===== src/rtl/swm_pkg.sv =====
// shared types and constants for the sliding window minimum block
// no dependencies
package swm_pkg;

	localparam int WINDOW_MAX   = 1024;
	localparam int SAMPLE_WIDTH = 32;
	// positions count modulo twice the window depth
	localparam int POS_W        = $clog2(2 * WINDOW_MAX);
	localparam int LEN_W        = 11;

	typedef logic signed [SAMPLE_WIDTH-1:0] sample_t;
	typedef logic [POS_W-1:0]               pos_t;
	typedef logic [LEN_W-1:0]               len_t;

	// one candidate as handed between neighbouring cells
	typedef struct packed {
		logic    valid;
		sample_t value;
		pos_t    pos;
	} cand_t;

	// control broadcast to every cell
	typedef struct packed {
		logic    load;
		logic    pop;
		sample_t sample;
		pos_t    pos;
	} cell_ctrl_t;

endpackage


===== src/rtl/swm_cell.sv =====
// one candidate cell of the minimum chain
// depends on swm_pkg
module swm_cell (
	input  logic               clk,
	input  logic               arst_n,
	input  swm_pkg::cell_ctrl_t ctrl,
	input  swm_pkg::cand_t     upper,
	input  logic               prev_keep,
	output swm_pkg::cand_t     cand,
	output logic               keep
);
	import swm_pkg::*;

	logic    valid_q;
	sample_t value_q;
	pos_t    pos_q;
	cand_t   own;
	cand_t   src;

	assign own  = '{valid: valid_q, value: value_q, pos: pos_q};
	assign cand = own;

	// on a pop every cell takes its upper neighbour's contents
	assign src  = ctrl.pop ? upper : own;
	// equal values stay, strictly greater ones are discarded
	assign keep = src.valid && !(src.value > ctrl.sample);

	always_ff @(posedge clk or negedge arst_n) begin
		if (!arst_n) begin
			valid_q <= 1'b0;
		end else if (ctrl.load) begin
			valid_q <= keep || prev_keep;
		end else if (ctrl.pop) begin
			valid_q <= upper.valid;
		end
	end

	always_ff @(posedge clk) begin
		if (ctrl.load) begin
			if (keep) begin
				value_q <= src.value;
				pos_q   <= src.pos;
			end else begin
				// first free cell after the survivors takes the new item
				value_q <= ctrl.sample;
				pos_q   <= ctrl.pos;
			end
		end else if (ctrl.pop) begin
			value_q <= upper.value;
			pos_q   <= upper.pos;
		end
	end

endmodule


===== config.mk =====
export PLATFORM = sky130hd
export DESIGN_NAME = swm_cell
export DESIGN_NICKNAME = d
export VERILOG_FILES = /design/src/rtl/swm_pkg.sv /design/src/rtl/swm_cell.sv
export SDC_FILE = /design/constraint.sdc
export NUM_CORES = 1
export LEC_CHECK = 0
export ABC_AREA = 1
export BUFFER_PORTS_ARGS = -buffer_cell sky130_fd_sc_hd__buf_2
export CELL_PAD_IN_SITES_DETAIL_PLACEMENT = 0
export CELL_PAD_IN_SITES_GLOBAL_PLACEMENT = 1
export CORE_MARGIN = 3
export CORE_UTILIZATION = 35
export CTS_BUF_LIST = sky130_fd_sc_hd__clkbuf_16
export DETAILED_ROUTE_END_ITERATION = 10
export GPL_TIMING_DRIVEN = 0
export PLACE_DENSITY_LB_ADDON = 0.08
export SKIP_LAST_GASP = 1
export SLEW_MARGIN = 10
export SYNTH_ARGS = -nofsm -noshare
export SYNTH_HDL_FRONTEND = slang
export SYNTH_SLANG_ARGS = --single-unit

===== constraint.sdc =====
create_clock -name clk -period 3.8 [get_ports clk]
set_input_delay 0.57 -clock clk [delete_from_list [all_inputs] [get_ports clk]]
set_output_delay 0.57 -clock clk [all_outputs]
set_load 0.02 [all_outputs]

* Word level (Yosys, flattened, before mapping) *
Index checks and enable logic that the tools add are counted.

word-level totals
  flip-flop bits (word level) = 44
  output and inout bits = 45
  logic and storage cells = 19

cells by class
  order comparisons = 1
  equal/unequal tests = 1
  multiplexer cells = 9
  reduce and logical (&&, ||, !) cells = 5

operator list
  cell                  number
  $mux W32              3
  $mux W44              1
  $mux W11              3
  $gt A32 B32 Y1        1
  $mux W1               2
  $ne A2 B1 Y1 const B  1
  $reduce_and A2 Y1     1
  $reduce_bool A2 Y1    1
  $logic_and A1 B1 Y1   1
  $logic_not A1 Y1      1
  $logic_or A1 B1 Y1    1

* Logic depth before layout (Yosys ltp) *
  depth after elaboration = 6
  gate-level depth with buffers = 24

* Worst setup path after synthesis *
Ideal clock, no wire load.

  kind = input to register
  from = input ctrl[43] (netlist bit)
  to = register pos_q[0], enable pin
  library setup time = 0.394 ns
  data arrival time = 3.484 ns
  required time = 3.406 ns
  setup slack = -0.079 ns
  cell stages on the path = 17
  buffers on the path = 2
  cell sequence = buf_2 inv_1 clkbuf_1 or2_2 o21ai_0 inv_1 ha_1 nand2_1 nor2_1 nand4_1 a21oi_1 nor2_1 nand3_1 nand3_4 nand2_4 inv_1 o21ai_0

between the ends
  cells in the longest elaborated chain, start to end = 6
  elaborated cells between the ends (all ways) = 7
  those cells by class = 1 x order compare; 1 x eq/ne; 1 x mux; 4 x reduce/logical

RTL lines
  item                             RTL line        source
  start, declared                  swm_cell.sv:6   input swm_pkg::cell_ctrl_t ctrl,
  $mux W44 (*)                     swm_cell.sv:24  assign src = ctrl.pop ? upper : own;
  $gt A32 B32 Y1                   swm_cell.sv:26  assign keep = src.valid && !(src.value > ctrl.sample);
  $logic_not A1 Y1                 swm_cell.sv:26
  $logic_and A1 B1 Y1 (*)          swm_cell.sv:26
  via keep                         swm_cell.sv:10  output logic keep
  $ne A2 B1 Y1 (no line) (*)       -
  $reduce_and A2 Y1 (no line) (*)  -
  end signal, assigned             swm_cell.sv:42  pos_q <= src.pos;
  end signal, assigned             swm_cell.sv:46  pos_q <= ctrl.pos;
  end signal, assigned             swm_cell.sv:50  pos_q <= upper.pos;
  end, declared                    swm_cell.sv:16  pos_t pos_q;

Mark *: on every way through the listed nets, which the timed path passes. The rest lies on a longest branch. The select of a mux whose other input is x is not followed.
A chain may end at the register's enable or synchronous reset.

* Worst setup path in the final report *
  from = input ctrl[43] (netlist bit)
  to = output keep

between the ends
  cells in the longest elaborated chain, start to end = 4

RTL lines
  item                     RTL line
  $mux W44 (*)             swm_cell.sv:24
  $gt A32 B32 Y1           swm_cell.sv:26
  $logic_not A1 Y1         swm_cell.sv:26
  $logic_and A1 B1 Y1 (*)  swm_cell.sv:26
  end, declared            swm_cell.sv:10

Every way passes the cells marked *; elsewhere a longest branch is shown, timed or not. The select of a mux whose other input is x is not followed.

==> flow_summary_export.csv <==
group,metric,value,unit
floorplanning,die_h,111.4,um
logic_synthesis,syn_area_per_cell,6.883,um2
timing,rsz0062_at_grt,"false",
pwr,cell_internal_pwr,0.001177,W
global_routing,antenna_found_initial,0,
run_status,status,"complete, no violations",
layout,antenna-diode-count,0,
min_path,hold_class,"input pin to asynchronous set/reset pin",
logic_synthesis,netlist_instances,565,
timing,slew_viol_final,0,
pwr,combPwrFrac,37.5,%
clocking,clock_sinks,44,
pwr,p_switching,0.0006793,W
floorplanning,rows,37,
timing,relSlewSlack,59.83,%
floorplanning,start_util,36.84,%
layout,drive_gt1_share,27.93,%
timing,min_period,3.509,ns
timing,setup-violations-final,0,
critical_path,cpPeakStageDelay,0.27,ns
logic_synthesis,ys_types,23,
logic_synthesis,syn_nets,689,
logic_synthesis,yosysTopAreaCellShare,33.20,%
timing,skew,0.005454,ns
layout,area_growth,27.54,%
floorplanning,dieArea,12410,um2
pwr,powerDensity,374.3,nW/um2
critical_path,crit_type,"input pin to primary output",
pwr,vdd_drop_max,0.2400,mV
detailed_routing,drt_iter0_drc,177,
detailed_routing,drtPass1Iterations,5,
critical_path,end_kind,"primary output",
critical_path,slowest_stage,"or2_2",
critical_path,critPathBufInv,6,
critical_path,setup.worst_path.start_class,"input pin",
critical_path,crit_family,"simple AND/OR/NAND/NOR gates",
logic_synthesis,synth_mux_area_share,0.2574,%
clocking,cts_tree,"done",
logic_synthesis,yosys_warnings,0,
logic_synthesis,synthSimpleGateAreaFrac,36.55,%
pwr,swShare,36.59,%
logic_synthesis,synthXorXnorAreaFrac,0,%
pwr,clkPwrFrac,28.0,%
timing,hold_viol_final,0,
logic_synthesis,async_flop_share,2.273,%
placement,place_hpwl,8832,um
pwr,p_seq_share,34.5,%
pwr,power_leakage,2.733,nW
logic_synthesis,synthesis.area,3889,um2
critical_path,required,3.23,ns
logic_synthesis,ys_seq_area_share,33.85,%
logic_synthesis,yosysMostFrequentCell,"nand2_1",
placement,place_congestion,0.7934,
clocking,cts_buffers,5,
floorplanning,die-width,111.4,um
global_routing,grt_overflow,0,
layout,fillers,1118,
clocking,clock_path_buffers,2,
logic_synthesis,synth_commonest_cells,"181 x nand2_1, 89 x nand3_1, 85 x inv_1",
clocking,clock_latency,0.29,ns
logic_synthesis,synthAdderAreaFrac,10.30,%
logic_synthesis,synth_edf_count,43,
critical_path,cp_cell_sequence,"buf_4 > inv_2 > buf_4 > or2_2 > o21ai_1 > inv_1 > ha_1 > nand2_1 > nor2_2 > nand4_1 > nor3_1 > nand3_1 > nand3_4 > nand2_8 > inv_2 > buf_2",
detailed_routing,finalWirelength,11860,um
layout,multiInputGateArea,2118,um2
flow_run,cap_violations,0,
logic_synthesis,yosysTopAreaCell,"edfxtp_1",
clocking,clk_pin_slew_worst_paths,0.07,ns
timing,maxClockFrequency,285.0,MHz
clocking,ctsHoldBuffers,0,
layout,finalNetCount,832,
detailed_routing,routed_via_density,4.818,
placement,io_buffers,134,
critical_path,critPathArrivalTime,2.94,ns
detailed_routing,remaining_drc_errors,0,
floorplanning,ios,137,
clocking,cts.htree.levels,2,
timing,final.period_utilization,92.33,%
logic_synthesis,synth_top_family_by_area,"simple AND/OR/NAND/NOR gates",
layout,seq_area,1316,um2
global_routing,gr-usage-all-layers,19.09,%
detailed_routing,ant_nets,0,
logic_synthesis,synth-compound-area-share,6.757,%
critical_path,crit_fanout,10,
logic_synthesis,synth_area_leaders,"edfxtp_1 33%, nand2_1 17%, nand3_1 11%",
global_routing,grt_max_degree,21,
clocking,cts_root_buf,"clkbuf_16",
logic_synthesis,synth_ff_type,"edfxtp_1",
logic_synthesis,ys_ff_latch,44,
layout,utilization,46.99,%
global_routing,grt_pass1_wl,19580,um
floorplanning,core-area,10560,um2
global_routing,grt_pass1_vias,4084,
timing,worst_pin_slew,0.6025,ns
timing,fin_setup_tns,0,ns
detailed_routing,wl_per_cell,14.04,um
detailed_routing,vias,4071,
[stage by stage]
step / power [W] / hold slack [ns] / cell area (um2) / std cells / worst slack (ns)
after floorplan: 0.001107 / 0.2744 / 3889 / 565 / 0.2192
after global placement: 0.001329 / 0.3456 / 4730 / 835 / -0.5654
after detailed placement: 0.001339 / 0.3467 / 4752 / 836 / -0.6482
after CTS: 0.001862 / 0.03371 / 4928 / 844 / 0.01804
after global routing: 0.001983 / 0.02909 / 4960 / 845 / 0.02646
final: 0.001857 / 0.03705 / 4960 / 845 / 0.2915
[area by class of cell]
class | instances | share of cell area (%)
Buffer | 30 | 3.355
Clock buffer | 5 | 2.523
Clock inverter | 3 | 0.8577
Inverter | 86 | 6.509
Multi-Input combinational cell | 405 | 42.71
Sequential cell | 44 | 26.54
Tap cell | 136 | 3.431
Timing Repair Buffer | 136 | 14.08
[worst paths after layout]
kind | start | to | slack (ns) | depth (start not counted)
setup / recovery | ctrl[43] | keep | 0.29 | 16
hold / removal | arst_n | valid_q | 0.04 | 1
setup reg to reg | value_q[31] | pos_q[9] | 0.85 | 13
hold reg to reg | value_q[7] | value_q[7] | 0.76 | 4
max in group asynchronous | arst_n | valid_q | 3.68 | 1
min in group clk | prev_keep | valid_q | 0.55 | 3
[power groups by stage]
stage | combinational, W | sequential [W] | clock (W)
2_1_floorplan | 0.000380 | 0.000727 | 0
3_3_place_gp | 0.000680 | 0.000650 | 0
3_5_place_dp | 0.000688 | 0.000651 | 0
4_1_cts | 0.000692 | 0.000641 | 0.000529
5_1_grt | 0.000788 | 0.000649 | 0.000546
6_report | 0.000696 | 0.000640 | 0.000520
[worst reg2reg max path, delay by kind of cell (launching register included)]
kind / cells / cell delay [ns]
simple gates: 8 / 0.99
buf+inv: 2 / 0.13
fa+ha+maj: 1 / 0.34
flops: 1 / 0.40
compound gates: 2 / 0.72
[cell usage in the layout (no fill, tap or decap), drive strengths merged, types with 2 or more instances in the layout]
master	instances
nand4	2
edfxtp	43
clkbuf	18
buf	153
nand3	90
a21oi	13
ha	32
o21ai	35
a21o	2
inv	86
nand2	182
or2	31
nor2	15
[sequential cells by signal (all words and copies together) (netlist names)]
name     cells
pos_q       11
valid_q      1
value_q     32
[timing repair]
| action | CTS | global route |
|---|---|---|
| resized for setup | 5 | 16 |
| pin swaps | 0 | 1 |
| endpoints found under the setup margin | 12 | 12 |
| buffers inserted | 0 | 1 |
[kinds of logic after synthesis]
family	after synthesis
simple gates	321
flops	44
buf+inv	116
fa+ha+maj	32
mux	1
compound gates	51
[routing by layer]
layer / global-route usage, % / wire, um / vias to the layer above / share of wire [%]
met5: 0 / 0 / - / 0
met4: 3.650 / 91 / 0 / 0.77
met3: 2.989 / 727 / 5 / 6.1
met2: 33.86 / 5772 / 128 / 49
met1: 24.78 / 5271 / 1840 / 44
li1: - / - / 2098 / -
No activity file was read; power rests on OpenSTA's default activity.
